## src/hw/rtl/kpc_pkg.sv

```systemverilog
// shared types and constants of the key press classifier
package kpc_pkg;

    localparam int CFG_W   = 8;
    localparam int CFG_IDX_W = 2;
    localparam int KEY_W   = 4;
    localparam int HOLD_W  = 8;
    localparam int EVENT_W = 4;

    localparam logic [KEY_W-1:0] KEY_NONE  = 4'h0;
    localparam logic [KEY_W-1:0] KEY_POWER = 4'h1;
    localparam logic [KEY_W-1:0] KEY_SOS   = 4'h2;
    localparam logic [KEY_W-1:0] KEY_CALL1 = 4'h4;
    localparam logic [KEY_W-1:0] KEY_CALL2 = 4'h8;

    localparam logic [EVENT_W-1:0] EV_NONE        = 4'd0;
    localparam logic [EVENT_W-1:0] EV_POWER_SHORT = 4'd1;
    localparam logic [EVENT_W-1:0] EV_SOS_SHORT   = 4'd2;
    localparam logic [EVENT_W-1:0] EV_SOS_LONG    = 4'd3;
    localparam logic [EVENT_W-1:0] EV_CALL1_SHORT = 4'd4;
    localparam logic [EVENT_W-1:0] EV_CALL1_LONG  = 4'd5;
    localparam logic [EVENT_W-1:0] EV_CALL2_SHORT = 4'd6;
    localparam logic [EVENT_W-1:0] EV_CALL2_LONG  = 4'd7;
    localparam logic [EVENT_W-1:0] EV_OFF_FLASH   = 4'd8;
    localparam logic [EVENT_W-1:0] EV_OFF_GSM     = 4'd9;

    localparam logic [CFG_IDX_W-1:0] REG_POWER_LONG = 2'd0;
    localparam logic [CFG_IDX_W-1:0] REG_SOS_LONG   = 2'd1;
    localparam logic [CFG_IDX_W-1:0] REG_CALL_LONG  = 2'd2;
    localparam logic [CFG_IDX_W-1:0] REG_MAX_HOLD   = 2'd3;

    localparam logic [CFG_W-1:0] RST_POWER_LONG = 8'd80;
    localparam logic [CFG_W-1:0] RST_SOS_LONG   = 8'd60;
    localparam logic [CFG_W-1:0] RST_CALL_LONG  = 8'd40;
    localparam logic [CFG_W-1:0] RST_MAX_HOLD   = 8'd85;

    typedef struct packed {
        logic               scan_ended;
        logic               vibrate;
        logic               beep_clear;
        logic [EVENT_W-1:0] key_event;
    } t_result;

    typedef struct packed {
        logic    valid;
        t_result res;
    } t_beat;

endpackage

```

## src/hw/rtl/kpc_front.sv

```systemverilog
// front end: config registers, key priority select, hold counter and event classification
module kpc_front (
    input  logic                          i_clk,
    input  logic                          i_rst_n,
    input  logic                          i_cfg_we,
    input  logic [kpc_pkg::CFG_IDX_W-1:0] i_cfg_idx,
    input  logic [kpc_pkg::CFG_W-1:0]     i_cfg_wdata,
    input  logic                          i_valid,
    output logic                          o_ready,
    input  logic                          i_power_pressed,
    input  logic                          i_sos_pressed,
    input  logic                          i_call1_pressed,
    input  logic                          i_call2_pressed,
    input  logic                          i_in_call,
    input  logic                          i_gsm_ready,
    input  logic                          i_event_pending,
    input  logic                          i_q_full,
    output kpc_pkg::t_beat                o_push
);

    logic [kpc_pkg::CFG_W-1:0]   r_power_long;
    logic [kpc_pkg::CFG_W-1:0]   r_sos_long;
    logic [kpc_pkg::CFG_W-1:0]   r_call_long;
    logic [kpc_pkg::CFG_W-1:0]   r_max_hold;
    logic [kpc_pkg::KEY_W-1:0]   r_last_key;
    logic [kpc_pkg::HOLD_W-1:0]  r_hold;
    logic [kpc_pkg::KEY_W-1:0]   n_last_key;
    logic [kpc_pkg::HOLD_W-1:0]  n_hold;
    logic [kpc_pkg::KEY_W-1:0]   key;
    logic [kpc_pkg::HOLD_W-1:0]  hold_inc;
    logic [kpc_pkg::EVENT_W-1:0] ev;
    logic                        accept;
    kpc_pkg::t_result            res;

    assign o_ready = !i_q_full;
    assign accept  = i_valid && o_ready;
    assign hold_inc = r_hold + kpc_pkg::HOLD_W'(1);

    always_comb begin
        if (i_power_pressed) begin
            key = kpc_pkg::KEY_POWER;
        end else if (i_sos_pressed) begin
            key = kpc_pkg::KEY_SOS;
        end else if (i_call1_pressed) begin
            key = kpc_pkg::KEY_CALL1;
        end else if (i_call2_pressed) begin
            key = kpc_pkg::KEY_CALL2;
        end else begin
            key = kpc_pkg::KEY_NONE;
        end
    end

    // event for a repeated key after the counter step
    always_comb begin
        ev = kpc_pkg::EV_NONE;
        if (i_in_call) begin
            if (hold_inc != '0) begin
                case (key)
                    kpc_pkg::KEY_POWER: ev = kpc_pkg::EV_POWER_SHORT;
                    kpc_pkg::KEY_SOS:   ev = kpc_pkg::EV_SOS_SHORT;
                    kpc_pkg::KEY_CALL1: ev = kpc_pkg::EV_CALL1_SHORT;
                    default:            ev = kpc_pkg::EV_CALL2_SHORT;
                endcase
            end
        end else begin
            case (key)
                kpc_pkg::KEY_POWER: begin
                    if (hold_inc >= r_power_long) begin
                        ev = i_gsm_ready ? kpc_pkg::EV_OFF_FLASH : kpc_pkg::EV_OFF_GSM;
                    end
                end
                kpc_pkg::KEY_SOS: begin
                    if (hold_inc >= r_sos_long) ev = kpc_pkg::EV_SOS_LONG;
                end
                kpc_pkg::KEY_CALL1: begin
                    if (hold_inc >= r_call_long) ev = kpc_pkg::EV_CALL1_LONG;
                end
                default: begin
                    if (hold_inc >= r_call_long) ev = kpc_pkg::EV_CALL2_LONG;
                end
            endcase
        end
    end

    always_comb begin
        n_last_key = r_last_key;
        n_hold     = r_hold;
        res        = '0;
        if (key == kpc_pkg::KEY_NONE) begin
            n_last_key     = kpc_pkg::KEY_NONE;
            n_hold         = '0;
            res.scan_ended = 1'b1;
        end else if (key != r_last_key) begin
            n_last_key = key;
            n_hold     = '0;
        end else if (i_event_pending) begin
            n_last_key     = kpc_pkg::KEY_NONE;
            n_hold         = '0;
            res.scan_ended = 1'b1;
        end else begin
            n_hold         = hold_inc;
            res.beep_clear = (hold_inc == kpc_pkg::HOLD_W'(1));
            res.key_event  = ev;
            if (ev != kpc_pkg::EV_NONE || hold_inc > r_max_hold) begin
                n_last_key     = kpc_pkg::KEY_NONE;
                n_hold         = '0;
                res.vibrate    = 1'b1;
                res.scan_ended = 1'b1;
            end
        end
    end

    assign o_push.valid = accept;
    assign o_push.res   = res;

    always_ff @(posedge i_clk) begin
        if (!i_rst_n) begin
            r_power_long <= kpc_pkg::RST_POWER_LONG;
            r_sos_long   <= kpc_pkg::RST_SOS_LONG;
            r_call_long  <= kpc_pkg::RST_CALL_LONG;
            r_max_hold   <= kpc_pkg::RST_MAX_HOLD;
        end else if (i_cfg_we) begin
            case (i_cfg_idx)
                kpc_pkg::REG_POWER_LONG: r_power_long <= i_cfg_wdata;
                kpc_pkg::REG_SOS_LONG:   r_sos_long   <= i_cfg_wdata;
                kpc_pkg::REG_CALL_LONG:  r_call_long  <= i_cfg_wdata;
                kpc_pkg::REG_MAX_HOLD:   r_max_hold   <= i_cfg_wdata;
                default: ;
            endcase
        end
    end

    always_ff @(posedge i_clk) begin
        if (!i_rst_n) begin
            r_last_key <= kpc_pkg::KEY_NONE;
            r_hold     <= '0;
        end else if (accept) begin
            r_last_key <= n_last_key;
            r_hold     <= n_hold;
        end
    end

    a_end_clears: assert property (@(posedge i_clk) disable iff (!i_rst_n)
        (accept && res.scan_ended) |=> (r_last_key == kpc_pkg::KEY_NONE && r_hold == '0))
        else $error("scan end did not clear state");

    a_vib_ends: assert property (@(posedge i_clk) disable iff (!i_rst_n)
        (accept && (res.vibrate || res.key_event != kpc_pkg::EV_NONE)) |-> res.scan_ended)
        else $error("event or vibrate without scan end");

    a_beep_count: assert property (@(posedge i_clk) disable iff (!i_rst_n)
        (accept && res.beep_clear && !res.scan_ended) |=> (r_hold == kpc_pkg::HOLD_W'(1)))
        else $error("beep clear without count of one");

endmodule

```

## src/hw/rtl/kpc_queue.sv

```systemverilog
// short result queue between front and back end
module kpc_queue #(
    parameter int DEPTH = 2
) (
    input  logic           i_clk,
    input  logic           i_rst_n,
    input  kpc_pkg::t_beat i_push,
    input  logic           i_pop,
    output kpc_pkg::t_beat o_head,
    output logic           o_full
);

    localparam int PW = (DEPTH > 1) ? $clog2(DEPTH) : 1;
    localparam int CW = $clog2(DEPTH + 1);

    kpc_pkg::t_result r_mem [DEPTH];
    logic [PW-1:0]    r_wr_ptr;
    logic [PW-1:0]    r_rd_ptr;
    logic [CW-1:0]    r_count;
    logic             push;
    logic             pop;
    logic             empty;

    assign empty  = (r_count == '0);
    assign o_full = (r_count == CW'(DEPTH));
    assign push   = i_push.valid && !o_full;
    assign pop    = i_pop && !empty;

    assign o_head.valid = !empty;
    assign o_head.res   = r_mem[r_rd_ptr];

    always_ff @(posedge i_clk) begin
        if (push) r_mem[r_wr_ptr] <= i_push.res;
    end

    always_ff @(posedge i_clk) begin
        if (!i_rst_n) begin
            r_wr_ptr <= '0;
            r_rd_ptr <= '0;
            r_count  <= '0;
        end else begin
            if (push) begin
                r_wr_ptr <= (r_wr_ptr == PW'(DEPTH - 1)) ? '0 : r_wr_ptr + PW'(1);
            end
            if (pop) begin
                r_rd_ptr <= (r_rd_ptr == PW'(DEPTH - 1)) ? '0 : r_rd_ptr + PW'(1);
            end
            if (push && !pop) begin
                r_count <= r_count + CW'(1);
            end else if (pop && !push) begin
                r_count <= r_count - CW'(1);
            end
        end
    end

    a_count_bound: assert property (@(posedge i_clk) disable iff (!i_rst_n)
        r_count <= CW'(DEPTH))
        else $error("queue count over depth");

    a_push_lands: assert property (@(posedge i_clk) disable iff (!i_rst_n)
        (push && !pop) |=> (r_count == $past(r_count) + CW'(1)))
        else $error("queue lost a push");

endmodule

```

## src/hw/rtl/kpc_back.sv

```systemverilog
// back end: output register that drives the result stream
module kpc_back (
    input  logic             i_clk,
    input  logic             i_rst_n,
    input  kpc_pkg::t_beat   i_head,
    output logic             o_pop,
    output logic             o_valid,
    input  logic             i_ready,
    output kpc_pkg::t_result o_res
);

    logic             r_valid;
    kpc_pkg::t_result r_res;

    assign o_pop   = i_head.valid && (!r_valid || i_ready);
    assign o_valid = r_valid;
    assign o_res   = r_res;

    always_ff @(posedge i_clk) begin
        if (!i_rst_n) begin
            r_valid <= 1'b0;
        end else if (o_pop) begin
            r_valid <= 1'b1;
        end else if (i_ready) begin
            r_valid <= 1'b0;
        end
    end

    always_ff @(posedge i_clk) begin
        if (o_pop) r_res <= i_head.res;
    end

    a_hold_stall: assert property (@(posedge i_clk) disable iff (!i_rst_n)
        (r_valid && !i_ready) |=> (r_valid && r_res == $past(r_res)))
        else $error("output beat changed under stall");

endmodule

```

## src/hw/rtl/key_press_classifier_unit.sv

```systemverilog
// top level of the key press classifier
//
//  channel   dir  handshake                      payload
//  s_axis    in   s_axis_tvalid/s_axis_tready    tdata: scan tick levels and flags
//  m_axis    out  m_axis_tvalid/m_axis_tready    tdata: event, beep, vibrate; tlast
//  cfg       in   i_cfg_we                       i_cfg_idx, i_cfg_wdata
//
// one tick per cycle while the queue is not full; each result is registered
// first by the front classify into the queue, then by the output register
// the front stalls only when the queue is full; the queue absorbs output stalls
// synchronous active-low reset clears key state, queue and output valid and
// loads the register defaults
module key_press_classifier_unit #(
    parameter int QUEUE_DEPTH = 2
) (
    input  logic                          i_clk,
    input  logic                          i_rst_n,
    input  logic                          i_cfg_we,
    input  logic [kpc_pkg::CFG_IDX_W-1:0] i_cfg_idx,
    input  logic [kpc_pkg::CFG_W-1:0]     i_cfg_wdata,
    input  logic                          s_axis_tvalid,
    output logic                          s_axis_tready,
    // power_pressed, sos_pressed, call1_pressed, call2_pressed, in_call,
    // gsm_ready, event_pending, zero pad
    input  logic [7:0]                    s_axis_tdata,
    output logic                          m_axis_tvalid,
    input  logic                          m_axis_tready,
    // key_event[3:0], beep_clear, vibrate, zero pad[7:6]
    output logic [7:0]                    m_axis_tdata,
    // scan_ended
    output logic                          m_axis_tlast
);

    kpc_pkg::t_beat   push;
    kpc_pkg::t_beat   head;
    kpc_pkg::t_result out_res;
    logic             q_full;
    logic             pop;

    kpc_front u_front (
        .i_clk           (i_clk),
        .i_rst_n         (i_rst_n),
        .i_cfg_we        (i_cfg_we),
        .i_cfg_idx       (i_cfg_idx),
        .i_cfg_wdata     (i_cfg_wdata),
        .i_valid         (s_axis_tvalid),
        .o_ready         (s_axis_tready),
        .i_power_pressed (s_axis_tdata[0]),
        .i_sos_pressed   (s_axis_tdata[1]),
        .i_call1_pressed (s_axis_tdata[2]),
        .i_call2_pressed (s_axis_tdata[3]),
        .i_in_call       (s_axis_tdata[4]),
        .i_gsm_ready     (s_axis_tdata[5]),
        .i_event_pending (s_axis_tdata[6]),
        .i_q_full        (q_full),
        .o_push          (push)
    );

    kpc_queue #(
        .DEPTH (QUEUE_DEPTH)
    ) u_queue (
        .i_clk   (i_clk),
        .i_rst_n (i_rst_n),
        .i_push  (push),
        .i_pop   (pop),
        .o_head  (head),
        .o_full  (q_full)
    );

    kpc_back u_back (
        .i_clk   (i_clk),
        .i_rst_n (i_rst_n),
        .i_head  (head),
        .o_pop   (pop),
        .o_valid (m_axis_tvalid),
        .i_ready (m_axis_tready),
        .o_res   (out_res)
    );

    assign m_axis_tdata = {2'b00, out_res.vibrate, out_res.beep_clear, out_res.key_event};
    assign m_axis_tlast = out_res.scan_ended;

endmodule
```

## config.mk

```make
export PLATFORM = sky130hd
export DESIGN_NAME = key_press_classifier_unit
export DESIGN_NICKNAME = d
export VERILOG_FILES = /design/src/hw/rtl/kpc_pkg.sv /design/src/hw/rtl/kpc_front.sv /design/src/hw/rtl/kpc_queue.sv /design/src/hw/rtl/kpc_back.sv /design/src/hw/rtl/key_press_classifier_unit.sv
export SDC_FILE = /design/constraint.sdc
export NUM_CORES = 1
export LEC_CHECK = 0
export ABC_CLOCK_PERIOD_IN_PS = 4100
export BUFFER_PORTS_ARGS = -buffer_cell sky130_fd_sc_hd__buf_2
export CELL_PAD_IN_SITES_DETAIL_PLACEMENT = 1
export CELL_PAD_IN_SITES_GLOBAL_PLACEMENT = 2
export CORE_ASPECT_RATIO = 0.6
export CORE_UTILIZATION = 38
export DETAILED_ROUTE_END_ITERATION = 7
export PLACE_DENSITY = 0.89
export SYNTH_ARGS = -nofsm -noshare
export SYNTH_HDL_FRONTEND = slang
export SYNTH_HIERARCHICAL = 1
export SYNTH_SLANG_ARGS = --single-unit
```

## constraint.sdc

```tcl
create_clock -name i_clk -period 4.1 [get_ports i_clk]
set_input_delay 0.205 -clock i_clk [delete_from_list [all_inputs] [get_ports i_clk]]
set_output_delay 0.205 -clock i_clk [all_outputs]
set_load 0.01 [all_outputs]
```

# Word level (Yosys, flattened, before mapping)
# Memories as Yosys holds them, arrays and structs flattened. A register that Yosys moved wholly into a read port is not among the register bits.
# Index checks and enable logic that the tools add are counted.
# W data, S select, Z words.
dict set report word_totals {
  reg_bits 49
  mem_bits_rw 14
  inputBits 23
  output_inout_bits 11
  elab_cells 90
  n_memories 1
}
dict set report classes {
  addsub 5
  magnitude_cmp 4
  n_eq_ne 9
  mux 35
  reduce_logical 26
}
# memory depth word_bits read_ports rd_clocked_by_memory_dff write_ports line_no
set mem_list {}
lappend mem_list {u_queue.r_mem 2 7 1 1 1 kpc_queue.sv:16} ;# kpc_pkg::t_result r_mem [DEPTH];
# operator count
set ops {}
lappend ops {{$mux W4} 11}
lappend ops {{$mux W8} 4}
lappend ops {{$ge A8 B8 Y1} 3}
lappend ops {{$mux W6} 2}
lappend ops {{$pmux W4 S3} 1}
lappend ops {{$reduce_and A2 Y1} 5}
lappend ops {{$mux W1} 9}
lappend ops {{$pmux W3 S3} 1}
lappend ops {{$add A8 B1 Y8 const B} 1}
lappend ops {{$eq A8 B1 Y1 const B} 1}
lappend ops {{$gt A8 B8 Y1} 1}
lappend ops {{$mux W2} 4}
lappend ops {{$reduce_bool A4 Y1} 2}
lappend ops {{$reduce_bool A8 Y1} 1}
lappend ops {{$mux W7} 1}
lappend ops {{$eq A2 B2 Y1 const B} 3}
lappend ops {{$logic_and A1 B1 Y1} 6}
lappend ops {{$mux W3} 2}
lappend ops {{$logic_not A1 Y1} 5}
lappend ops {{$eq A4 B1 Y1 const B} 1}
lappend ops {{$eq A4 B2 Y1 const B} 1}
lappend ops {{$eq A4 B3 Y1 const B} 1}
lappend ops {{$logic_not A2 Y1} 2}
lappend ops {{$logic_not A4 Y1} 1}
lappend ops {{7 further kinds} 10}

# Longest topological paths before layout
# Gate-level depths: netlist of run 1.
dict set report logic_depth {
  ltp_word 14
  ltp_mapped 13
  ltp_nobuf 12
}

# Hierarchy
# The synthesis of run 1 kept the hierarchy.
# mod n_inst cells_per_inst area_per_inst_um2 seq_area_each_um2
set modules_own_cells {}
lappend modules_own_cells {kpc_front 1 372 3065.4 880.8}
lappend modules_own_cells {kpc_queue 1 47 740.7 520.5}
lappend modules_own_cells {kpc_back 1 11 257.7 230.2}
lappend modules_own_cells {key_press_classifier_unit 1 3 18.8 0.0}

# Worst setup path before layout of run 1
# No wires, ideal clock.
dict set report synth_path {
  path_kind {flip-flop to flip-flop}
  startpoint {register u_front/r_hold[0] (netlist name)}
  endpoint {register u_front/r_hold[2] (netlist name)}
  setup_ns 0.058
  arrival_ns 3.006
  t_required_ns 4.042
  slack_ns 1.036
  stages_incl_launch_ff 13
  n_path_buf 0
  synth_period_minus_slack_ns 3.064
  cell_sequence {dfxtp_1 -> ha_1 -> and3_1 -> nand3_1 -> xnor2_1 -> ha_1 -> a21o_1 -> a211oi_2 -> o211ai_2 -> o2111ai_2 -> nand4b_4 -> a2111oi_1 -> a21o_1}
}
dict set report synth_via {
  elab_chain_len 11
  word_cells_on_any_way 19
  classes_between {add/sub (1); order compare (4); mux (11); reduce/logical (3)}
}
# item line_no
set synth_lines {}
lappend synth_lines {{start, declared} kpc_front.sv:26} ;# logic [kpc_pkg::HOLD_W-1:0] r_hold;
lappend synth_lines {{start signal, assigned} kpc_front.sv:139} ;# r_hold <= n_hold;
lappend synth_lines {{$add A8 B1 Y8 *} kpc_front.sv:37} ;# assign hold_inc = r_hold + kpc_pkg::HOLD_W'(1);
lappend synth_lines {{$ge A8 B8 Y1, on equally long branches} n/a}
lappend synth_lines {{$mux W3 (tied with other cells)} kpc_front.sv:79} ;# if (hold_inc >= r_call_long) ev = kpc_pkg::EV_CALL2_LONG;
lappend synth_lines {{$pmux W4 S3} kpc_front.sv:66} ;# case (key)
lappend synth_lines {{$mux W4} kpc_front.sv:56} ;# if (i_in_call) begin
lappend synth_lines {{$reduce_bool A4 Y1} kpc_front.sv:104} ;# if (ev != kpc_pkg::EV_NONE || hold_inc > r_max_hold) begin
lappend synth_lines {{$logic_or A1 B1 Y1} kpc_front.sv:104}
lappend synth_lines {{$mux W8 *} kpc_front.sv:104}
lappend synth_lines {{$mux W8 *} kpc_front.sv:96} ;# end else if (i_event_pending) begin
lappend synth_lines {{$mux W8 *} kpc_front.sv:93} ;# end else if (key != r_last_key) begin
lappend synth_lines {{$mux W8 *} kpc_front.sv:89} ;# if (key == kpc_pkg::KEY_NONE) begin
# Every way passes the cells marked *; elsewhere a longest branch is shown, timed or not.
# A chain may end at the register's enable or synchronous reset.

# Worst setup path in the final report of run 1
dict set report layout_path {
  startpoint {register u_front/r_hold[1] (netlist name)}
  endpoint {register u_front/r_hold[2] (netlist name)}
}
# Same word-level chain as after synthesis.

==> flow_metrics.tcl, run 1 <==
set metrics [dict create \
    run_status "finished, final reports clean" \
    portBuffers 30 \
    r2r_cells 12 \
    cap_violations 0 \
    clockPowerShare 0.403 \
    finalSetupTns_ns 0 \
    track_usage 0.202 \
    crit_type "flip-flop to flip-flop" \
    grt_pass1_vias 3150 \
    postRouteAntennaNets 0 \
    io_pins 34 \
    ctsHoldBuffers 0 \
    slowest_stage "xnor2_1" \
    fin_skew_ns 0.00577 \
    worstPathMaxFanout 7 \
    cts.repair.resized 0 \
    max_freq_mhz 265 \
    combPwrFrac 0.171 \
    synth_flop_cell "dfxtp_1" \
    rows 28 \
    grt_max_degree 49 \
    place.gp.congestion 0.790 \
    async_flop_share 0 \
    yosysSeqAreaShare 0.400 \
    seq_power_share 0.426 \
    startpoint_type "flip-flop" \
    yosys_register_bits 71 \
    syn_to_final_growth_pct 14.4 \
    min_path_cells 3 \
    cellInternalPower_mw 1.55 \
    drv_slew 0 \
    crit_family "compound AO/OA/AOI/OAI gates" \
    cts_buffers 9 \
    core-area_um2 10200 \
    min-delay-start "i_cfg_wdata[1]" \
    finalSetupViolations 0 \
    r2r-end "u_front/r_hold[2]" \
    maxSlewHeadroom 0.446 \
    cp_data_required_time_ns 4.38 \
    drtIter0Drc 141 \
    die_h_um 82.3 \
    clk_latency_ns 0.33 \
    critical-path-max-stage-delay_ns 0.54 \
    antennaDiodeCount 0 \
    rrSetupSlack_ns 0.32 \
    worstPathArrival_ns 4.06 \
    ys_warn_count 6 \
    finalCoreUtilization 0.460 \
    min_path_type "primary input to flip-flop" \
    vdd_drop_max_uv 290 \
    r2r_start "u_front/r_hold[1]" \
    overflow 0 \
    finalHoldViolCount 0 \
    postCtsSetupBuffers 0 \
    synthDistinctLibCells 62 \
    post_drt_wl_per_cell_um 17.1 \
    layout.nets 520 \
    via_count 3160 \
    clock_sinks 71 \
    root_buffer "clkbuf_16" \
    final_layout_size_suffix_gt1_frac 0.172 \
    grt_pass1_wl_um 16600 \
    dieWidth_um 136 \
    netlist_area_um2 4080 \
    crit_buf_inv 0 \
    tightest_slew_ns 0.831 \
    wl_um 10300 \
    rsz0062_at_grt "no" \
    antenna_found_initial 0 \
    initial_core_util 0.402 \
    worst_setup_path_end_kind "flip-flop" \
    first_pass_iters 4 \
    power_switching_mw 0.547 \
    cts.path.max_buffers 2 \
    power.leakage_nw 1.93 \
    dp_hpwl_um 7710 \
    fin_crit_ns 3.78 \
    hold_end "u_front/r_call_long[1]" \
    synth_edf_count 21 \
    h-tree-depth 3 \
    synthCells 433 \
    n_fill_cell 1187 \
    drc_errors 0 \
    tritoncts "yes" \
    powerDensity_nw_per_um2 450 \
    crit_chain "ha_1 -> and3_1 -> nand3_1 -> xnor2_1 -> ha_1 -> a21o_1 -> a211oi_2 -> o211ai_2 -> o2111ai_2 -> nand4b_4 -> a2111oi_1 -> a21o_1" \
    die_area_um2 11200 \
    switching_share 0.260 \
    period_share 0.922 \
    path_clk_slew_ns 0.06 \
    viasPerCell 5.26 \
    synth.avg_cell_area_um2 9.43 \
]
-- sequential cells by signal, summed over array words and instances (netlist names), named ones only --
name	count
u_queue/r_count	2
u_back/o_res	7
u_queue/r_mem	14
u_back/o_valid	1
u_front/r_last_key	4
u_front/r_max_hold	8
u_front/r_power_long	8
u_queue/r_rd_ptr	1
u_front/r_sos_long	8
u_front/r_call_long	8
u_queue/r_wr_ptr	1
u_front/r_hold	8
-- cell families after synthesis --
group,Yosys count,synth area share
simple gates,156,0.202
compound gates,91,0.179
flops,71,0.400
buf+inv,58,0.0591
fa+ha+maj,36,0.110
xor+xnor,10,0.0215
mux,10,0.0270
other cells,1,0.000919
-- synth_stat cells, drive strengths merged, types with 6 or more instances --
cell type / number / area, µm²
a21boi: 16 / 120
a21oi: 12 / 60.1
and3: 7 / 43.8
buf: 10 / 61.3
clkbuf: 9 / 33.8
dfxtp: 50 / 1000
edfxtp: 21 / 631
ha: 36 / 450
inv: 39 / 146
mux2: 8 / 90.1
nand2: 60 / 225
nand2b: 10 / 77.6
nand3: 16 / 80.1
nand4: 9 / 56.3
nor2: 20 / 75.1
nor2b: 10 / 70.1
nor3: 10 / 82.6
o211ai: 12 / 95.1
o21a: 6 / 46.3
o21ai: 13 / 68.8
-- per-stage QoR --
stage          area (µm²)  hold slack (ns)  setup WS (ns)  power [mW]  std cells
2_1_floorplan        4090            0.322           1.04        1.15        434
3_3_place_gp         4350            0.457          0.592        1.25        585
3_5_place_dp         4350            0.464          0.483        1.27        585
4_1_cts              4670            0.163          0.314        2.13        601
5_1_grt              4670            0.187         0.0872        2.20        601
6_report             4670            0.181          0.321        2.10        601
-- tightest hold or removal path, delay by kind of cell --
| family | cells | cell delay [ns] |
|---|---|---|
| AND/OR/NAND/NOR | 1 | 0.06 |
| buffers and inverters | 1 | 0.14 |
| AO/OA/AOI/OAI | 1 | 0.06 |
-- per-layer routing --
layer  part of all wire  track usage  vias to the layer above
met5                  0            0                        -
met4             0.0064       0.0539                        0
met3              0.035       0.0482                        6
met2               0.42        0.303                       44
met1               0.54        0.288                     1527
li1                   -            -                     1583
-- how the worst max path moves through the flow --
stage / startpoint / endpoint / slack, ns / depth (start not counted)
after CTS: u_front/r_hold[1] / u_front/r_hold[2] / 0.31 / 12
after detailed placement: u_front/r_hold[1] / u_front/r_hold[2] / 0.48 / 12
after global placement: u_front/r_hold[1] / u_front/r_hold[4] / 0.59 / 12
after floorplan: u_front/r_hold[0] / u_front/r_hold[2] / 1.04 / 12
final: u_front/r_hold[1] / u_front/r_hold[2] / 0.32 / 12
after global routing: u_front/r_hold[1] / u_front/r_hold[3] / 0.09 / 12
-- layout by cell type, fill, tap and decap left out, types with 12 or more instances in the layout --
| cell type | Yosys | routed |
|---|---|---|
| nand3_1 | 16 | 16 |
| a21boi_0 | 15 | 15 |
| edfxtp_1 | 21 | 21 |
| a21oi_1 | 12 | 12 |
| inv_1 | 38 | 38 |
| dfxtp_1 | 50 | 50 |
| ha_1 | 36 | 36 |
| nand2_1 | 60 | 60 |
| nor2_1 | 20 | 20 |
| buf_2 | 4 | 30 |
-- cell type report --
cell class	count	area, µm²	share of cell area
Timing Repair Buffer	35	188	0.0402
Inverter	39	146	0.0313
Clock inverter	5	81.3	0.0174
Sequential cell	71	1630	0.349
Clock buffer	11	243	0.0520
Multi-Input combinational cell	305	2210	0.474
Tap cell	135	169	0.0362
-- power by group through the flow --
stage                     registers (mW)  clock network, mW  logic [mW]
after floorplan                    0.913                  0       0.235
after detailed placement           0.909                  0       0.358
final                              0.894              0.847       0.359
after CTS                          0.897              0.865       0.364
after global routing               0.907              0.892       0.400
after global placement             0.903                  0       0.346
Note: power is estimated with default switching activity, not from simulation.
==> run 2: changes to the inputs <==
--- a/config.mk
+++ b/config.mk
@@ -11,6 +11,7 @@
 export CELL_PAD_IN_SITES_GLOBAL_PLACEMENT = 2
 export CORE_ASPECT_RATIO = 0.6
 export CORE_UTILIZATION = 38
+export CTS_BUF_LIST = sky130_fd_sc_hd__clkbuf_16
 export DETAILED_ROUTE_END_ITERATION = 7
 export PLACE_DENSITY = 0.89
 export SYNTH_ARGS = -nofsm -noshare
==> flow_metrics.tcl, run 2 (same netlist as run 1, synthesis figures left out) <==
set metrics [dict create \
    track_usage 0.202 \
    grt_max_degree 49 \
    h-tree-depth 3 \
    layout.nets 520 \
    drc_errors 0 \
    overflow 0 \
    cts.repair.resized 0 \
    critical-path-max-stage-delay_ns 0.55 \
    dp_hpwl_um 7710 \
    postCtsSetupBuffers 0 \
    post_drt_wl_per_cell_um 16.9 \
    die_area_um2 11200 \
    portBuffers 30 \
    rows 28 \
    clk_latency_ns 0.33 \
    ctsHoldBuffers 0 \
    maxSlewHeadroom 0.468 \
    worstPathMaxFanout 7 \
    finalHoldViolCount 0 \
    cts.path.max_buffers 2 \
    initial_core_util 0.402 \
    grt_pass1_vias 3189 \
    layout_common_cells "nand2_1 (60), dfxtp_1 (50), inv_1 (39)" \
    postRouteAntennaNets 0 \
    drv_slew 0 \
    run_status "finished, final reports clean" \
    final_common_cell "nand2_1" \
    period_share 0.898 \
    place.gp.congestion 0.790 \
    tightest_slew_ns 0.796 \
    io_pins 34 \
    cap_violations 0 \
    finalSetupTns_ns 0 \
    final_layout_size_suffix_gt1_frac 0.170 \
    die_h_um 82.3 \
    root_buffer "clkbuf_16" \
    crit_family "compound AO/OA/AOI/OAI gates" \
    regMostFlops "u_queue/r_mem" \
    wl_um 10200 \
    finalCoreUtilization 0.459 \
    n_fill_cell 1192 \
    clock_sinks 71 \
    startpoint_type "flip-flop" \
    vdd_drop_max_uv 289 \
    core-area_um2 10200 \
    antenna_found_initial 0 \
    crit_type "flip-flop to flip-flop" \
    min_path_type "primary input to flip-flop" \
    path_clk_slew_ns 0.06 \
    rsz0062_at_grt "no" \
    tritoncts "yes" \
    finalSetupViolations 0 \
    largest_reg_flops 14 \
    drtIter0Drc 168 \
    cp_data_required_time_ns 4.35 \
    via_count 3191 \
    syn_to_final_growth_pct 14.2 \
    crit_buf_inv 0 \
    crit_chain "ha_1 -> and3_1 -> nand3_1 -> xnor2_1 -> ha_1 -> a21o_1 -> a211oi_2 -> o211ai_2 -> o2111ai_2 -> nand4b_4 -> o21a_2 -> mux2i_1" \
    p_total_mw 2.08 \
    worst_setup_path_end_kind "flip-flop" \
    worstPathArrival_ns 3.94 \
    fin_crit_ns 3.68 \
    first_pass_iters 4 \
    fin_skew_ns 0.00444 \
    power.leakage_nw 1.93 \
    grt_pass1_wl_um 16700 \
    antennaDiodeCount 0 \
    dieWidth_um 136 \
    instances_no_fill 601 \
    slowest_stage "xnor2_1" \
    crit_top_cell "ha_1" \
    cts_buffers 9 \
    viasPerCell 5.31 \
    powerDensity_nw_per_um2 446 \
    dp_cells 585 \
    max_freq_mhz 272 \
]
==> run 2: cell types whose count changed in the layout (fill, tap and decap cells not counted), sizes merged <==
| cell | previous run | this run |
|---|---|---|
| clkinv | 2 | 3 |
| clkbuf | 11 | 9 |
| inv | 39 | 40 |
==> run 2: area by class of cell <==
type                       count  area [µm²]  share of cell area
inverter                      39         146              0.0314
clock inverter                 7        88.8              0.0191
tap                          135         169              0.0362
multi-input combinational    305        2210               0.475
timing repair buffer          35         188              0.0403
sequential                    71        1630               0.350
clock buffer                   9         225              0.0483
==> run 2: per-layer routing <==
layer / wire, µm / part of all wire / GRT usage / up-vias
li1: - / - / - / 1576
met1: 5320 / 0.52 / 0.288 / 1548
met2: 4220 / 0.41 / 0.295 / 57
met3: 543 / 0.053 / 0.0519 / 10
met4: 108 / 0.011 / 0.0629 / 0
met5: 0 / 0 / 0 / -
==> run 2: per-stage QoR <==
| stage | instance area [µm²] | worst slack (ns) | hold slack (ns) |
|---|---|---|---|
| 6_report | 4660 | 0.417 | 0.178 |
| 5_1_grt | 4660 | 0.0857 | 0.185 |
| 4_1_cts | 4660 | 0.436 | 0.164 |
| 3_5_place_dp | 4350 | 0.483 | 0.464 |
| 3_3_place_gp | 4350 | 0.592 | 0.457 |
| 2_1_floorplan | 4090 | 1.04 | 0.322 |
==> run 2: worst paths after layout <==
path / from / end / slack (ns) / cells after the start
setup / recovery: u_front/r_hold[1] / u_front/r_last_key[3] / 0.42 / 12
hold / removal: i_cfg_wdata[1] / u_front/r_call_long[1] / 0.18 / 3
setup reg to reg: u_front/r_hold[1] / u_front/r_last_key[3] / 0.42 / 12
hold reg to reg: u_front/r_max_hold[1] / u_front/r_max_hold[1] / 0.47 / 2
==> run 2: report_power, final <==
part	switching (mW)	total, mW	internal, mW
combinational	0.201	0.358	0.157
sequential	0.0466	0.893	0.847
clock	0.302	0.830	0.528
total	0.549	2.08	1.53
==> run 2: worst min-delay path: stages <==
cell and delay, ns:
buf_2 0.13, nand2_1 0.05, a21boi_0 0.06
==> run 3: changes to the inputs <==
--- a/config.mk
+++ b/config.mk
@@ -8,12 +8,13 @@
 export ABC_CLOCK_PERIOD_IN_PS = 4100
 export BUFFER_PORTS_ARGS = -buffer_cell sky130_fd_sc_hd__buf_2
 export CELL_PAD_IN_SITES_DETAIL_PLACEMENT = 1
-export CELL_PAD_IN_SITES_GLOBAL_PLACEMENT = 2
+export CELL_PAD_IN_SITES_GLOBAL_PLACEMENT = 1
 export CORE_ASPECT_RATIO = 0.6
-export CORE_UTILIZATION = 38
+export CORE_UTILIZATION = 47
 export CTS_BUF_LIST = sky130_fd_sc_hd__clkbuf_16
 export DETAILED_ROUTE_END_ITERATION = 7
 export PLACE_DENSITY = 0.89
+export REMOVE_ABC_BUFFERS = 1
 export SYNTH_ARGS = -nofsm -noshare
 export SYNTH_HDL_FRONTEND = slang
 export SYNTH_HIERARCHICAL = 1
==> flow_metrics.tcl, run 3 (same netlist as run 1, synthesis figures left out) <==
set metrics [dict create \
    postCtsSetupBuffers 0 \
    io_pins 34 \
    postRouteAntennaNets 0 \
    finalSetupViolations 0 \
    grt_max_degree 49 \
    finalSetupTns_ns 0 \
    layout.nets 520 \
    regMostFlops "u_queue/r_mem" \
    viasPerCell 5.72 \
    clk_latency_ns 0.34 \
    rrSetupSlack_ns 0.44 \
    cts_buffers 9 \
    grt_pass1_wl_um 17000 \
    portBuffers 30 \
    cp_data_required_time_ns 4.36 \
    wl_um 10500 \
    period_share 0.894 \
    tightest_slew_ns 0.896 \
    post_drt_wl_per_cell_um 18.3 \
    tritoncts "yes" \
    power.leakage_nw 1.91 \
    whs_ns 0.157 \
    cts.repair.resized 0 \
    largest_reg_flops 14 \
    vdd_drop_max_uv 272 \
    maxSlewHeadroom 0.400 \
    clock_sinks 71 \
    crit_type "flip-flop to flip-flop" \
    worstPathMaxFanout 7 \
    overflow 0 \
    fin_skew_ns 0.00842 \
    run_status "finished, final reports clean" \
    first_pass_iters 4 \
    root_buffer "clkbuf_16" \
    drv_slew 0 \
    max_freq_mhz 273 \
    initial_core_util 0.502 \
    h-tree-depth 3 \
    rows 25 \
    layout_common_cells "nand2_1 (60), dfxtp_1 (50), inv_1 (40)" \
    rsz0062_at_grt "no" \
    place.gp.congestion 0.830 \
    core-area_um2 8130 \
    die_area_um2 9080 \
    antennaDiodeCount 0 \
    grt_pass1_vias 3385 \
    cts.path.max_buffers 2 \
    cap_violations 0 \
    drtIter0Drc 139 \
    antenna_found_initial 0 \
    finalHoldViolCount 0 \
    via_count 3283 \
    die_h_um 74.2 \
    startpoint_type "flip-flop" \
    fin_crit_ns 3.66 \
    min-delay-start "i_cfg_wdata[1]" \
    finalCoreUtilization 0.562 \
    dieWidth_um 122 \
    powerDensity_nw_per_um2 424 \
    worst_setup_path_end_kind "flip-flop" \
    worstPathArrival_ns 3.93 \
    syn_to_final_growth_pct 12.0 \
    p_total_mw 1.94 \
    min_path_type "primary input to flip-flop" \
    final_common_cell "nand2_1" \
    track_usage 0.253 \
    path_clk_slew_ns 0.06 \
    ctsHoldBuffers 0 \
    final_layout_size_suffix_gt1_frac 0.167 \
    worstSetupStartpoint "u_front/r_hold[1]" \
    r2r_start "u_front/r_hold[1]" \
    drc_errors 0 \
    dp_hpwl_um 7890 \
]
run 3: area by class of cell:
| type | count | area (µm²) |
|---|---|---|
| Clock inverter | 7 | 33.8 |
| Timing Repair Buffer | 35 | 188 |
| Multi-Input combinational cell | 305 | 2210 |
| Fill cell | 938 | 3560 |
| Tap cell | 108 | 135 |
| Inverter | 39 | 146 |
| Clock buffer | 9 | 225 |
| Sequential cell | 71 | 1630 |
run 3: worst paths after layout:
check / to / cells past startpoint
setup / recovery: u_front/r_last_key[3] / 12
setup reg to reg: u_front/r_last_key[3] / 12
hold reg to reg: u_front/r_call_long[1] / 2
hold / removal: u_front/r_call_long[1] / 3
run 3: metal layers:
layer / part of all wire / global-route usage
met1: 0.50 / 0.344
met2: 0.44 / 0.392
met5: 0 / 0
met3: 0.053 / 0.0729
met4: 0.013 / 0.0772
run 3: critical path, cell delays in order (launching register included):
cell and delay (ns):
dfxtp_1 0.45, ha_1 0.30, and3_1 0.29, nand3_1 0.12, xnor2_1 0.15, buf_4 0.17, ha_1 0.31, nand4_1 0.21
a221o_1 0.42, o21a_1 0.27, a32oi_4 0.42, o21a_2 0.27, mux2i_1 0.19
run 3: power breakdown:
group,switching (mW),internal (mW)
combinational,0.199,0.157
sequential,0.0474,0.847
clock,0.292,0.399
total,0.538,1.40
run 3: stage by stage:
| step | worst slack [ns] | area (µm²) | cells |
|---|---|---|---|
| floorplan | 1.03 | 3990 | 415 |
| detailed placement | 0.599 | 4310 | 558 |
| finish | 0.435 | 4570 | 574 |
| CTS | 0.550 | 4570 | 574 |
| global placement | 0.717 | 4310 | 558 |
| global route | 0.321 | 4570 | 574 |
